===== config.mk =====
export PLATFORM = sky130hd
export DESIGN_NAME = stk_cell
export DESIGN_NICKNAME = d
export VERILOG_FILES = /design/src/rtl/stk_pkg.sv /design/src/rtl/stk_cell.sv
export SDC_FILE = /design/constraint.sdc
export NUM_CORES = 1
export LEC_CHECK = 0
export BUFFER_PORTS_ARGS = -buffer_cell sky130_fd_sc_hd__buf_4
export CAP_MARGIN = 0
export CORE_AREA = 2 2 330 332
export CTS_CLUSTER_DIAMETER = 200
export DETAILED_ROUTE_END_ITERATION = 6
export DIE_AREA = 0 0 332 334
export MAX_ROUTING_LAYER = met4
export SYNTH_ARGS = -nofsm -noshare
export SYNTH_HDL_FRONTEND = slang
export SYNTH_SLANG_ARGS = --single-unit

===== constraint.sdc =====
create_clock -name clock -period 9.85 [get_ports clock]
set_input_delay 1.97 -clock clock [delete_from_list [all_inputs] [get_ports clock]]
set_output_delay 1.97 -clock clock [all_outputs]
set_load 0.05 [all_outputs]

===== src/rtl/stk_pkg.sv =====
package stk_pkg;

   // Fixed field widths.
   localparam int FIELD_W = 32;
   localparam int CSR_INDEX_W = 3;

   // Saturation range of the momentum sum.
   localparam int DATA_WIDTH = 32;

   // Number of CORDIC iterations; the angle table holds thirty entries.
   localparam int CORDIC_STAGES = 16;
   localparam int ATAN_LEN = 30;
   localparam int NUM_CELLS = (CORDIC_STAGES < ATAN_LEN) ? CORDIC_STAGES : ATAN_LEN;
   localparam int STAGE_IDX_W = 5;
   localparam int ATAN_W = 30;

   // CORDIC datapath widths: x and y in Q2.30 with headroom, z in 2^-32 turns.
   localparam int XY_W = 34;
   localparam int Z_W = 33;
   localparam int SINE_W = 33;
   localparam int PROD_W = FIELD_W + SINE_W;
   localparam int KICK_W = PROD_W - 30;
   localparam int SUM_W = (DATA_WIDTH + 2 > KICK_W + 1) ? DATA_WIDTH + 2 : KICK_W + 1;

   localparam logic signed [XY_W-1:0] INV_GAIN = XY_W'(652032874);
   localparam logic signed [Z_W-1:0] QUARTER_TURN = Z_W'(64'd1073741824);
   localparam logic signed [Z_W-1:0] HALF_TURN = Z_W'(64'd2147483648);

   // Register indexes of the configuration port.
   localparam logic [CSR_INDEX_W-1:0] CSR_KICK_X = 3'd0;
   localparam logic [CSR_INDEX_W-1:0] CSR_KICK_Y = 3'd1;
   localparam logic [CSR_INDEX_W-1:0] CSR_PHASE_X = 3'd2;
   localparam logic [CSR_INDEX_W-1:0] CSR_PHASE_Y = 3'd3;
   localparam logic [CSR_INDEX_W-1:0] CSR_WAVENUMBER_X = 3'd4;
   localparam logic [CSR_INDEX_W-1:0] CSR_WAVENUMBER_Y = 3'd5;

   typedef struct packed {
      logic signed [FIELD_W-1:0] kick_x;
      logic signed [FIELD_W-1:0] kick_y;
      logic [FIELD_W-1:0] phase_x;
      logic [FIELD_W-1:0] phase_y;
      logic signed [FIELD_W-1:0] wavenumber_x;
      logic signed [FIELD_W-1:0] wavenumber_y;
   } cfg_type;

   typedef struct packed {
      logic signed [FIELD_W-1:0] path_ct;
      logic signed [FIELD_W-1:0] mom_x_in;
      logic signed [FIELD_W-1:0] mom_y_in;
      logic lost_in;
   } req_type;

   typedef struct packed {
      logic signed [FIELD_W-1:0] mom_x_out;
      logic signed [FIELD_W-1:0] mom_y_out;
      logic lost_out;
   } rsp_type;

   typedef struct packed {
      logic signed [XY_W-1:0] x;
      logic signed [XY_W-1:0] y;
      logic signed [Z_W-1:0] z;
   } lane_type;

   // One particle as it travels down the CORDIC chain.
   typedef struct packed {
      lane_type lane_x;
      lane_type lane_y;
      logic neg_x;
      logic neg_y;
      logic signed [FIELD_W-1:0] mom_x;
      logic signed [FIELD_W-1:0] mom_y;
      logic lost;
   } cordic_type;

   // Arctangent of 2^-i in 2^-32 turns.
   function automatic logic [ATAN_W-1:0] atan_step(input logic [STAGE_IDX_W-1:0] idx);
      logic [ATAN_W-1:0] r;
      unique case (idx)
         5'd0: r = 30'd536870912;
         5'd1: r = 30'd316933405;
         5'd2: r = 30'd167458907;
         5'd3: r = 30'd85005780;
         5'd4: r = 30'd42667331;
         5'd5: r = 30'd21354465;
         5'd6: r = 30'd10679838;
         5'd7: r = 30'd5340245;
         5'd8: r = 30'd2670163;
         5'd9: r = 30'd1335086;
         5'd10: r = 30'd667544;
         5'd11: r = 30'd333772;
         5'd12: r = 30'd166886;
         5'd13: r = 30'd83443;
         5'd14: r = 30'd41721;
         5'd15: r = 30'd20860;
         5'd16: r = 30'd10430;
         5'd17: r = 30'd5215;
         5'd18: r = 30'd2607;
         5'd19: r = 30'd1303;
         5'd20: r = 30'd651;
         5'd21: r = 30'd325;
         5'd22: r = 30'd162;
         5'd23: r = 30'd81;
         5'd24: r = 30'd40;
         5'd25: r = 30'd20;
         5'd26: r = 30'd10;
         5'd27: r = 30'd5;
         5'd28: r = 30'd2;
         5'd29: r = 30'd1;
         default: r = '0;
      endcase
      return r;
   endfunction

   // One rotation-mode CORDIC iteration.
   function automatic lane_type cordic_step(input lane_type l,
                                            input logic [STAGE_IDX_W-1:0] idx);
      lane_type r;
      logic signed [XY_W-1:0] dx;
      logic signed [XY_W-1:0] dy;
      logic signed [Z_W-1:0] step;
      dx = l.y >>> idx;
      dy = l.x >>> idx;
      step = $signed({{(Z_W-ATAN_W){1'b0}}, atan_step(idx)});
      if (!l.z[Z_W-1]) begin
         r.x = l.x - dx;
         r.y = l.y + dy;
         r.z = l.z - step;
      end else begin
         r.x = l.x + dx;
         r.y = l.y - dy;
         r.z = l.z + step;
      end
      return r;
   endfunction

endpackage


===== src/rtl/stk_cell.sv =====
module stk_cell (
   input logic clock,
   input logic reset,
   input logic [stk_pkg::STAGE_IDX_W-1:0] stage_idx,
   input logic in_valid,
   output logic in_ready,
   input stk_pkg::cordic_type in_data,
   output logic out_valid,
   input logic out_ready,
   output stk_pkg::cordic_type out_data
);

   logic valid_ff;
   stk_pkg::cordic_type data_ff, data_in;

   assign in_ready = !valid_ff || out_ready;

   always_comb begin
      data_in = in_data;
      data_in.lane_x = stk_pkg::cordic_step(in_data.lane_x, stage_idx);
      data_in.lane_y = stk_pkg::cordic_step(in_data.lane_y, stage_idx);
   end

   always_ff @(posedge clock) begin
      if (reset) begin
         valid_ff <= 1'b0;
      end else if (in_ready) begin
         valid_ff <= in_valid;
      end
   end

   always_ff @(posedge clock) begin
      if (in_valid && in_ready) begin
         data_ff <= data_in;
      end
   end

   assign out_valid = valid_ff;
   assign out_data = data_ff;

   a_accept_lands: assert property (@(posedge clock) disable iff (reset)
      (in_valid && in_ready) |=> out_valid)
      else $error("accepted item did not land in the cell");

   a_no_overwrite: assert property (@(posedge clock) disable iff (reset)
      (out_valid && !out_ready) |-> !in_ready)
      else $error("cell would overwrite a stalled item");

endmodule


==> reports/qor.csv <==
metric,value,unit
status,completed,
Tot GR Track Use,0.2290,
CP peak stage delay,0.85,ns
R2R Setup Slk,7.36,ns
ys async rst share,0,
Root Buffer,clkbuf_16,
Port Buffers,548,
filler cell count,11020,
area of the multi-input gates,0.02254,mm2
initial antenna violation count,6,
Worst-path clk slew,0.06,ns
commonest cells in the netlist,"271 x a21oi_1, 270 x nor2_1, 269 x edfxtp_1",
hpwl dp,101400,um
clk_lat worst skew,0.58,ns
row count,121,
Core ar.,0.1078,mm2
Final Skew,0.01691,ns
sequential cell area,0.008098,mm2
syn_nets,3826,
post-synthesis sequential area ratio,0.2530,
R2R Path End,out_data[148],
CP top delay family,compound AO/OA/AOI/OAI gates,
CTS tree,built,
share of the synthesized area in the top cell type,0.2523,
Post-DRT Antenna Nets,0,
"Gates resized, CTS repair",0,
Worst-Margin Slew,1.187,ns
crit path max-delay cell type,a221oi_1,
crit path from,stage_idx[3],
CP Max Fanout,47,
kind of start point of the critical path,primary input,
# nets final,4277,
DIE AREA,0.1109,mm2
CTS buffer count,37,
max_slew headroom,0.2056,
final wirelength,128800,um
Tmin final,8.308,ns
layout cell share with drive strength beyond 1,0.2564,
Max Root-Sink Buffers,3,
CTS Hold Bufs,0,
CP endpoint,out_data[166],
most common cell in the synthesized netlist,a21oi_1,
Initial DRT Pass Iterations,6,
I/O pins,549,
Arrival @ worst endpoint,8.64,ns
first-pass GRT wire length,188900,um
worst reg2reg path depth,3,
crit path cell chain,buf_4 > buf_4 > mux4_2 > mux2_2 > a221oi_1 > nor4bb_1 > and2_1 > and3_1 > a21oi_1 > xnor2_1 > ha_1 > a21o_1 > a21oi_1 > o21ai_0 > a211oi_1 > a21oi_1 > o41ai_1 > o211a_1 > o21bai_1 > a21oi_1 > xnor2_1,
power per cell area,170.1,mW/mm2
Total Power,0.006577,W
Final Hold Viols,0,
RSZ-0062 raised after global routing,false,
WP depth,21,
drt wl/cell,24.62,um
max-capacitance violation count,0,
post-CTS setup buffers,0,
number of H-tree levels,2,
Synth Instances,3335,
grt total ovfl,0,
Mapped Avg Cell Area,9.599,um2
DRT iter0 DRCs,2987,
worst hold path class,reg -> reg,
DRC,0,
Max Fclk,120.4,MHz
Yosys reg bits,270,
"Slew Viols, Final",0,
final setup fails,0,
reg2reg start,out_valid,
die span in x,332,um
gp weighted congestion,0.9941,
Final Cycle Share,0.8435,
Layout area overhead,20.76,%
post-synth top area cell,edfxtp_1,
worst vdd ir,135.4,uV
Yosys cell types,99,
CP Class,in -> reg,
vias in the first global route,29140,
clk sinks,270,
DIE HEIGHT,334,um
"top cells by area, synth","edfxtp_1 25%, mux4_2 13%, ha_1 8.1%, xnor2_1 5.3%, a21oi_1 4.2%",
CP dominant cell by count,a21oi_1,
crit end category,flop,
ys flop type,edfxtp_1,
setup TNS,0,ns
starting density of the core,0.2970,
routed vias/inst,5.762,
largest net degree at the start of global routing,117,
synthesized cell area,0.03201,mm2
Pleak,15.75,nW
CP required,10.19,ns
Critical path buffers and inverters,2,
vias after detailed routing,30150,
Post-synth EDFFs,269,
synth warn,0,
[through the flow]
step	std cells	hold WS [ns]	instance area, um2	worst slack [ns]	util
after floorplan	3335	1.114	32010	0.5898	-
after global placement	5161	0.5140	37400	1.270	0.3470
after detailed placement	5161	0.5203	37400	1.169	0.3470
after CTS	5224	0.5342	38640	1.811	0.3584
after global routing	5230	0.5784	38650	1.120	0.3586
final	5232	0.5370	38660	1.542	0.3586
[cells in the final DEF (no fill, tap or decap), types with 15 or more instances in the layout]
| cell | instances |
|---|---|
| a22oi_1 | 20 |
| a211oi_1 | 36 |
| a21boi_0 | 15 |
| mux2i_1 | 117 |
| o21bai_1 | 32 |
| and3_1 | 48 |
| o21a_1 | 48 |
| nor2_1 | 268 |
| buf_4 | 594 |
| o22ai_1 | 26 |
| nand2_1 | 249 |
| a21oi_1 | 271 |
| ha_1 | 207 |
| mux2_2 | 78 |
| nor2b_1 | 37 |
| o21ai_0 | 162 |
| edfxtp_1 | 269 |
| a21o_1 | 107 |
| and2_1 | 40 |
| nor3_1 | 46 |
| a31oi_1 | 73 |
| nand4_1 | 20 |
| xor2_1 | 112 |
| mux4_2 | 185 |
| nand2b_1 | 36 |
| o211ai_1 | 22 |
| clkbuf_16 | 38 |
| or2_2 | 15 |
| xnor2_1 | 192 |
| nand3_1 | 60 |
| a221oi_1 | 16 |
| inv_1 | 87 |
[where the power goes]
| part | internal (W) | switching [W] | total (W) |
|---|---|---|---|
| clock network | 0.000839 | 0.000550 | 0.00139 |
| registers | 0.00159 | 0.0000678 | 0.00166 |
| logic | 0.00128 | 0.00225 | 0.00353 |
| total | 0.00371 | 0.00287 | 0.00658 |
[per-layer routing]
metal | part of all wire | vias to the layer above | GRT usage
li1 | - | 13780 | -
met1 | 0.40 | 14640 | 0.2788
met2 | 0.48 | 1441 | 0.3728
met3 | 0.080 | 287 | 0.04424
met4 | 0.046 | 0 | 0.09246
met5 | 0 | - | -
[cell families (layout without fill, tap and decap cells)]
| family | after synthesis | after routing | share of synthesized area |
|---|---|---|---|
| buffers and inverters | 284 | 759 | 0.04358 |
| multiplexers | 383 | 383 | 0.1966 |
| AO/OA/AOI/OAI | 977 | 977 | 0.2001 |
| flip-flops | 270 | 270 | 0.2530 |
| XOR/XNOR | 305 | 305 | 0.08391 |
| adder cells (fa/ha/maj) | 213 | 213 | 0.08466 |
| other | 0 | 8 | 0 |
| AND/OR/NAND/NOR | 903 | 903 | 0.1382 |
[flip-flops by register name, indices dropped and copies added (netlist names)]
register   cells
out_data     269
out_valid      1
[final cells by class]
class	instances	share of cell area
Tap cell	1414	0.04577
Inverter	91	0.008868
Sequential cell	270	0.2095
Clock buffer	42	0.02499
Clock inverter	21	0.006959
Antenna cell	8	0.0005178
Multi-Input combinational cell	2781	0.5830
Timing Repair Buffer	605	0.1205
[tightest hold or removal path, cell delays in order (launching register included)]
cell and delay (ns):
dfxtp_1 0.31, nand2b_1 0.11, a21oi_1 0.07
[worst min-delay path by stage]
stage,startpoint,to,cells after the start
after floorplan,out_valid,out_valid,2
after global placement,out_valid,out_valid,2
after detailed placement,out_valid,out_valid,2
after CTS,out_valid,out_valid,2
after global routing,out_valid,out_valid,2
final,out_valid,out_valid,2
Power figures use the tool's default switching activity.
