[src/rtl/stk_pkg.sv]
package stk_pkg;

   // Fixed field widths.
   localparam int FIELD_W = 32;
   localparam int CSR_INDEX_W = 3;

   // Saturation range of the momentum sum.
   localparam int DATA_WIDTH = 32;

   // Number of CORDIC iterations; the angle table holds thirty entries.
   localparam int CORDIC_STAGES = 16;
   localparam int ATAN_LEN = 30;
   localparam int NUM_CELLS = (CORDIC_STAGES < ATAN_LEN) ? CORDIC_STAGES : ATAN_LEN;
   localparam int STAGE_IDX_W = 5;
   localparam int ATAN_W = 30;

   // CORDIC datapath widths: x and y in Q2.30 with headroom, z in 2^-32 turns.
   localparam int XY_W = 34;
   localparam int Z_W = 33;
   localparam int SINE_W = 33;
   localparam int PROD_W = FIELD_W + SINE_W;
   localparam int KICK_W = PROD_W - 30;
   localparam int SUM_W = (DATA_WIDTH + 2 > KICK_W + 1) ? DATA_WIDTH + 2 : KICK_W + 1;

   localparam logic signed [XY_W-1:0] INV_GAIN = XY_W'(652032874);
   localparam logic signed [Z_W-1:0] QUARTER_TURN = Z_W'(64'd1073741824);
   localparam logic signed [Z_W-1:0] HALF_TURN = Z_W'(64'd2147483648);

   // Register indexes of the configuration port.
   localparam logic [CSR_INDEX_W-1:0] CSR_KICK_X = 3'd0;
   localparam logic [CSR_INDEX_W-1:0] CSR_KICK_Y = 3'd1;
   localparam logic [CSR_INDEX_W-1:0] CSR_PHASE_X = 3'd2;
   localparam logic [CSR_INDEX_W-1:0] CSR_PHASE_Y = 3'd3;
   localparam logic [CSR_INDEX_W-1:0] CSR_WAVENUMBER_X = 3'd4;
   localparam logic [CSR_INDEX_W-1:0] CSR_WAVENUMBER_Y = 3'd5;

   typedef struct packed {
      logic signed [FIELD_W-1:0] kick_x;
      logic signed [FIELD_W-1:0] kick_y;
      logic [FIELD_W-1:0] phase_x;
      logic [FIELD_W-1:0] phase_y;
      logic signed [FIELD_W-1:0] wavenumber_x;
      logic signed [FIELD_W-1:0] wavenumber_y;
   } cfg_type;

   typedef struct packed {
      logic signed [FIELD_W-1:0] path_ct;
      logic signed [FIELD_W-1:0] mom_x_in;
      logic signed [FIELD_W-1:0] mom_y_in;
      logic lost_in;
   } req_type;

   typedef struct packed {
      logic signed [FIELD_W-1:0] mom_x_out;
      logic signed [FIELD_W-1:0] mom_y_out;
      logic lost_out;
   } rsp_type;

   typedef struct packed {
      logic signed [XY_W-1:0] x;
      logic signed [XY_W-1:0] y;
      logic signed [Z_W-1:0] z;
   } lane_type;

   // One particle as it travels down the CORDIC chain.
   typedef struct packed {
      lane_type lane_x;
      lane_type lane_y;
      logic neg_x;
      logic neg_y;
      logic signed [FIELD_W-1:0] mom_x;
      logic signed [FIELD_W-1:0] mom_y;
      logic lost;
   } cordic_type;

   // Arctangent of 2^-i in 2^-32 turns.
   function automatic logic [ATAN_W-1:0] atan_step(input logic [STAGE_IDX_W-1:0] idx);
      logic [ATAN_W-1:0] r;
      unique case (idx)
         5'd0: r = 30'd536870912;
         5'd1: r = 30'd316933405;
         5'd2: r = 30'd167458907;
         5'd3: r = 30'd85005780;
         5'd4: r = 30'd42667331;
         5'd5: r = 30'd21354465;
         5'd6: r = 30'd10679838;
         5'd7: r = 30'd5340245;
         5'd8: r = 30'd2670163;
         5'd9: r = 30'd1335086;
         5'd10: r = 30'd667544;
         5'd11: r = 30'd333772;
         5'd12: r = 30'd166886;
         5'd13: r = 30'd83443;
         5'd14: r = 30'd41721;
         5'd15: r = 30'd20860;
         5'd16: r = 30'd10430;
         5'd17: r = 30'd5215;
         5'd18: r = 30'd2607;
         5'd19: r = 30'd1303;
         5'd20: r = 30'd651;
         5'd21: r = 30'd325;
         5'd22: r = 30'd162;
         5'd23: r = 30'd81;
         5'd24: r = 30'd40;
         5'd25: r = 30'd20;
         5'd26: r = 30'd10;
         5'd27: r = 30'd5;
         5'd28: r = 30'd2;
         5'd29: r = 30'd1;
         default: r = '0;
      endcase
      return r;
   endfunction

   // One rotation-mode CORDIC iteration.
   function automatic lane_type cordic_step(input lane_type l,
                                            input logic [STAGE_IDX_W-1:0] idx);
      lane_type r;
      logic signed [XY_W-1:0] dx;
      logic signed [XY_W-1:0] dy;
      logic signed [Z_W-1:0] step;
      dx = l.y >>> idx;
      dy = l.x >>> idx;
      step = $signed({{(Z_W-ATAN_W){1'b0}}, atan_step(idx)});
      if (!l.z[Z_W-1]) begin
         r.x = l.x - dx;
         r.y = l.y + dy;
         r.z = l.z - step;
      end else begin
         r.x = l.x + dx;
         r.y = l.y - dy;
         r.z = l.z + step;
      end
      return r;
   endfunction

endpackage

[src/rtl/stk_front.sv]
module stk_front (
   input logic clock,
   input logic reset,
   input stk_pkg::cfg_type cfg,
   input logic in_valid,
   output logic in_ready,
   input stk_pkg::req_type in_data,
   output logic out_valid,
   input logic out_ready,
   output stk_pkg::cordic_type out_data
);

   // Stage A: wavenumber times ct.
   logic a_valid_ff;
   logic a_ready;
   logic [stk_pkg::FIELD_W-1:0] a_off_x_ff, a_off_x_in;
   logic [stk_pkg::FIELD_W-1:0] a_off_y_ff, a_off_y_in;
   stk_pkg::req_type a_req_ff;

   // Stage B: phase, quadrant fold and CORDIC start vector.
   logic b_valid_ff;
   logic b_ready;
   stk_pkg::cordic_type b_data_ff, b_data_in;

   logic signed [2*stk_pkg::FIELD_W-1:0] prod_x;
   logic signed [2*stk_pkg::FIELD_W-1:0] prod_y;

   // Folds the angle into a quarter turn either side of zero.
   function automatic stk_pkg::lane_type start_lane(input logic [stk_pkg::FIELD_W-1:0] phase,
                                                    input logic [stk_pkg::FIELD_W-1:0] off,
                                                    output logic neg);
      stk_pkg::lane_type l;
      logic [stk_pkg::FIELD_W-1:0] angle;
      logic signed [stk_pkg::Z_W-1:0] a;
      angle = phase - off;
      a = $signed({angle[stk_pkg::FIELD_W-1], angle});
      neg = 1'b0;
      if (a > stk_pkg::QUARTER_TURN) begin
         a = a - stk_pkg::HALF_TURN;
         neg = 1'b1;
      end else if (a < -stk_pkg::QUARTER_TURN) begin
         a = a + stk_pkg::HALF_TURN;
         neg = 1'b1;
      end
      l.x = stk_pkg::INV_GAIN;
      l.y = '0;
      l.z = a;
      return l;
   endfunction

   assign b_ready = !b_valid_ff || out_ready;
   assign a_ready = !a_valid_ff || b_ready;
   assign in_ready = a_ready;

   always_comb begin
      prod_x = cfg.wavenumber_x * in_data.path_ct;
      prod_y = cfg.wavenumber_y * in_data.path_ct;
      a_off_x_in = prod_x[39:8];
      a_off_y_in = prod_y[39:8];
   end

   always_comb begin
      logic nx;
      logic ny;
      b_data_in.lane_x = start_lane(cfg.phase_x, a_off_x_ff, nx);
      b_data_in.lane_y = start_lane(cfg.phase_y, a_off_y_ff, ny);
      b_data_in.neg_x = nx;
      b_data_in.neg_y = ny;
      b_data_in.mom_x = a_req_ff.mom_x_in;
      b_data_in.mom_y = a_req_ff.mom_y_in;
      b_data_in.lost = a_req_ff.lost_in;
   end

   always_ff @(posedge clock) begin
      if (reset) begin
         a_valid_ff <= 1'b0;
         b_valid_ff <= 1'b0;
      end else begin
         if (a_ready) begin
            a_valid_ff <= in_valid;
         end
         if (b_ready) begin
            b_valid_ff <= a_valid_ff;
         end
      end
   end

   always_ff @(posedge clock) begin
      if (in_valid && a_ready) begin
         a_off_x_ff <= a_off_x_in;
         a_off_y_ff <= a_off_y_in;
         a_req_ff <= in_data;
      end
      if (a_valid_ff && b_ready) begin
         b_data_ff <= b_data_in;
      end
   end

   assign out_valid = b_valid_ff;
   assign out_data = b_data_ff;

endmodule

[config.mk]
export PLATFORM = sky130hd
export DESIGN_NAME = stk_front
export DESIGN_NICKNAME = d
export VERILOG_FILES = /design/src/rtl/stk_pkg.sv /design/src/rtl/stk_front.sv
export SDC_FILE = /design/constraint.sdc
export NUM_CORES = 2
export LEC_CHECK = 0
export CAP_MARGIN = 20
export CORE_AREA = 4 4 467 376
export DETAILED_ROUTE_END_ITERATION = 16
export DIE_AREA = 0 0 471 380
export DONT_BUFFER_PORTS = 1
export GPL_ROUTABILITY_DRIVEN = 0
export PLACE_DENSITY_LB_ADDON = 0.12
export SLEW_MARGIN = 20
export SYNTH_ARGS = -nofsm -noshare
export SYNTH_HDL_FRONTEND = slang
export SYNTH_SLANG_ARGS = --single-unit
[constraint.sdc]
create_clock -name clock -period 19.06 [get_ports clock]
set_input_delay 1.906 -clock clock [delete_from_list [all_inputs] [get_ports clock]]
set_output_delay 1.906 -clock clock [all_outputs]
set_load 0.01 [all_outputs]
==> results.toml <==
[timing]
worstMarginPinSlew_ps = 1120
clock_skew_ps = 24.9
period_needed_ps = 9050
max_freq_mhz = 111
tns_ps = 0
fin_ws_ps = 10010
slew_violations = 0
setup_viol = 0
slew_headroom_pct = 24.6
finalCritPeriodShare_pct = 47.5
hold_viol = 0
rsz0062_at_grt = "false"

[cells_and_area]
areaGrowthSynthToFinish_pct = 3.93
final_layout_size_suffix_gt1_share_pct = 1.45
stdcell_area_sq_mm = 0.0619
regArea_sq_mm = 0.00791
fin_util_pct = 36.1
num-fill-cells = 17600
fin_nets = 7850
multi_input_area_sq_mm = 0.0447

[clock_tree]
cts_setup_buffers = 0
clock-sinks = 264
cts_root_buffer = "clkbuf_16"
numCtsBuffers = 35
clockBufferDepth = 3
ctsHoldBuffers = 0
clk_pin_slew_worst_paths_ps = 60
clock_latency_ps = 580
cts-htree-levels = 2
cts_tree = "done"
cts_resized = 0

[yosys]
synthFlopType = "edfxtp_1"
netlist.area_leader.share_pct = 43.2
synth_area_leaders = "fa_1 (43%), edfxtp_1 (13%), and2_1 (9.2%)"
synth_seq_area_share_pct = 13.3
synth_edf_count = 262
yosysMostFrequentCell = "inv_1"
syn_area_sq_mm = 0.0595
avgSynthCellArea_sq_um = 9.66
synth_top_area_cell = "fa_1"
async_reset_ff_share_pct = 0
yosys_warnings = 0
ys_types = 88
ys_ff_latch = 264
synthCells = 6166
synth_common_cells = "inv_1 (1,406), fa_1 (1,286), and2_1 (876)"

[detailed_routing]
wl_met3_mm = 5.81
vias = 38500
drt-pass1-iter-count = 5
wl_per_cell_um = 19.9
met1_length_mm = 77.3
wl_mm = 163
first_iter_violations = 1847
routed.top_layer = "met4"
drcViolationCount = 0
ant_nets = 0
via_per_inst = 4.69
dr_wl_met2_mm = 77.5

[worst_setup_path]
crit_path_end_kind = "register"
reg2reg_to = "out_data[98]"
critical_path_required_ps = 19340
crit_path_start_kind = "primary input"
cp.arrival_ps = 9330
reg2reg_from = "a_off_y_ff[1]"
r2r_cells = 12
path_class = "in2reg"
rrSetupSlack_ps = 14590
cp_max_fo = 64

[floorplanning]
die_area_sq_mm = 0.179
pin_count = 564
die_h_um = 380
die_w_um = 471
num_rows = 136
core_region_area_sq_mm = 0.171
initial_core_util_pct = 34.8

[hold_path]
hold_class = "reg2reg"
min_from = "a_req_ff[9]"
whs_path_depth = 0
worstHoldEndpoint = "out_data[9]"

[grt]
grt_pass1_vias = 42400
antenna_found_initial = 5
grt_pass1_wl_mm = 260
track_usage_pct = 18.7
grt_overflow = 0
grt_max_degree = 72

[place]
hpwl_mm = 124
dpl-instance-area_sq_mm = 0.0608
portBuffers = 0
place_ws_ps = 9440

[flow_run]
cap_violations = 0

[status]
status = "complete, no violations"
==> placed cells by master (no fill, tap or decap), drive strengths merged, types with 31 or more instances in the layout <==
| master | n |
|---|---|
| conb | 136 |
| xnor2 | 143 |
| ha | 372 |
| nor2 | 94 |
| inv | 1408 |
| edfxtp | 262 |
| fa | 1286 |
| and2 | 878 |
| xor2 | 45 |
| clkbuf | 42 |
| a21o | 51 |
| o21ai | 65 |
| o21a | 31 |
| a21oi | 92 |
| nand2 | 676 |
==> worst max path at each step <==
stage	slack (ps)	end	start
floorplan	10310	a_off_x_ff[31]	in_data[70]
global placement	9480	a_off_x_ff[31]	in_data[68]
detailed placement	9440	a_off_x_ff[31]	in_data[68]
CTS	10030	a_off_x_ff[31]	in_data[68]
global route	9730	a_off_x_ff[31]	in_data[70]
finish	10010	a_off_x_ff[31]	in_data[70]
==> area by class of cell <==
class	count	share of cell area, %
clock buffers	42	1.49
diodes	3	0.0121
repair buffers	4	0.0485
clock inverters	18	0.305
well taps	2277	4.60
flip-flops and latches	264	12.8
multi-input cells	4188	72.2
inverters	1406	8.53
==> through the flow <==
stage          cells  hold WS, ps
2_1_floorplan   6300          400
3_3_place_gp    8139          400
3_5_place_dp    8139          405
4_1_cts         8199          396
5_1_grt         8200          412
6_report        8202          405
==> layer usage <==
layer | up-vias | global-route usage, %
li1 | 17400 | -
met5 | - | 0
met4 | 0 | 3.01
met1 | 20300 | 27.2
met3 | 94 | 1.83
met2 | 676 | 30.9
==> cell families after synthesis <==
logic type      synth area share [%]
fa+ha+maj                       51.1
flops                           13.3
buf+inv                         12.5
xor+xnor                        2.77
other cells                   0.0126
compound gates                  4.10
simple gates                    16.1
mux                            0.156
==> state kept, by name, summed over array words and instances (netlist names) <==
name        cells
out_valid       1
a_req_ff       65
a_valid_ff      1
a_off_y_ff     32
out_data      133
a_off_x_ff     32
==> worst max-delay path: stages <==
cell and delay (ps):
and2_1 220, fa_1 560, fa_1 440, fa_1 510
inv_1 60, fa_1 470, inv_1 50, fa_1 500
inv_1 60, fa_1 530, inv_1 50, fa_1 420
fa_1 490, ha_1 310, o21a_1 190, o21ai_0 200
a211oi_1 120, o211ai_1 220, a21oi_1 250, o311ai_0 890
o21bai_1 310, a221oi_1 370, xnor2_1 120
Power is left out: the tool's default activity adds up to more than one toggle a clock period on the data nets, which glitch-free logic cannot reach.
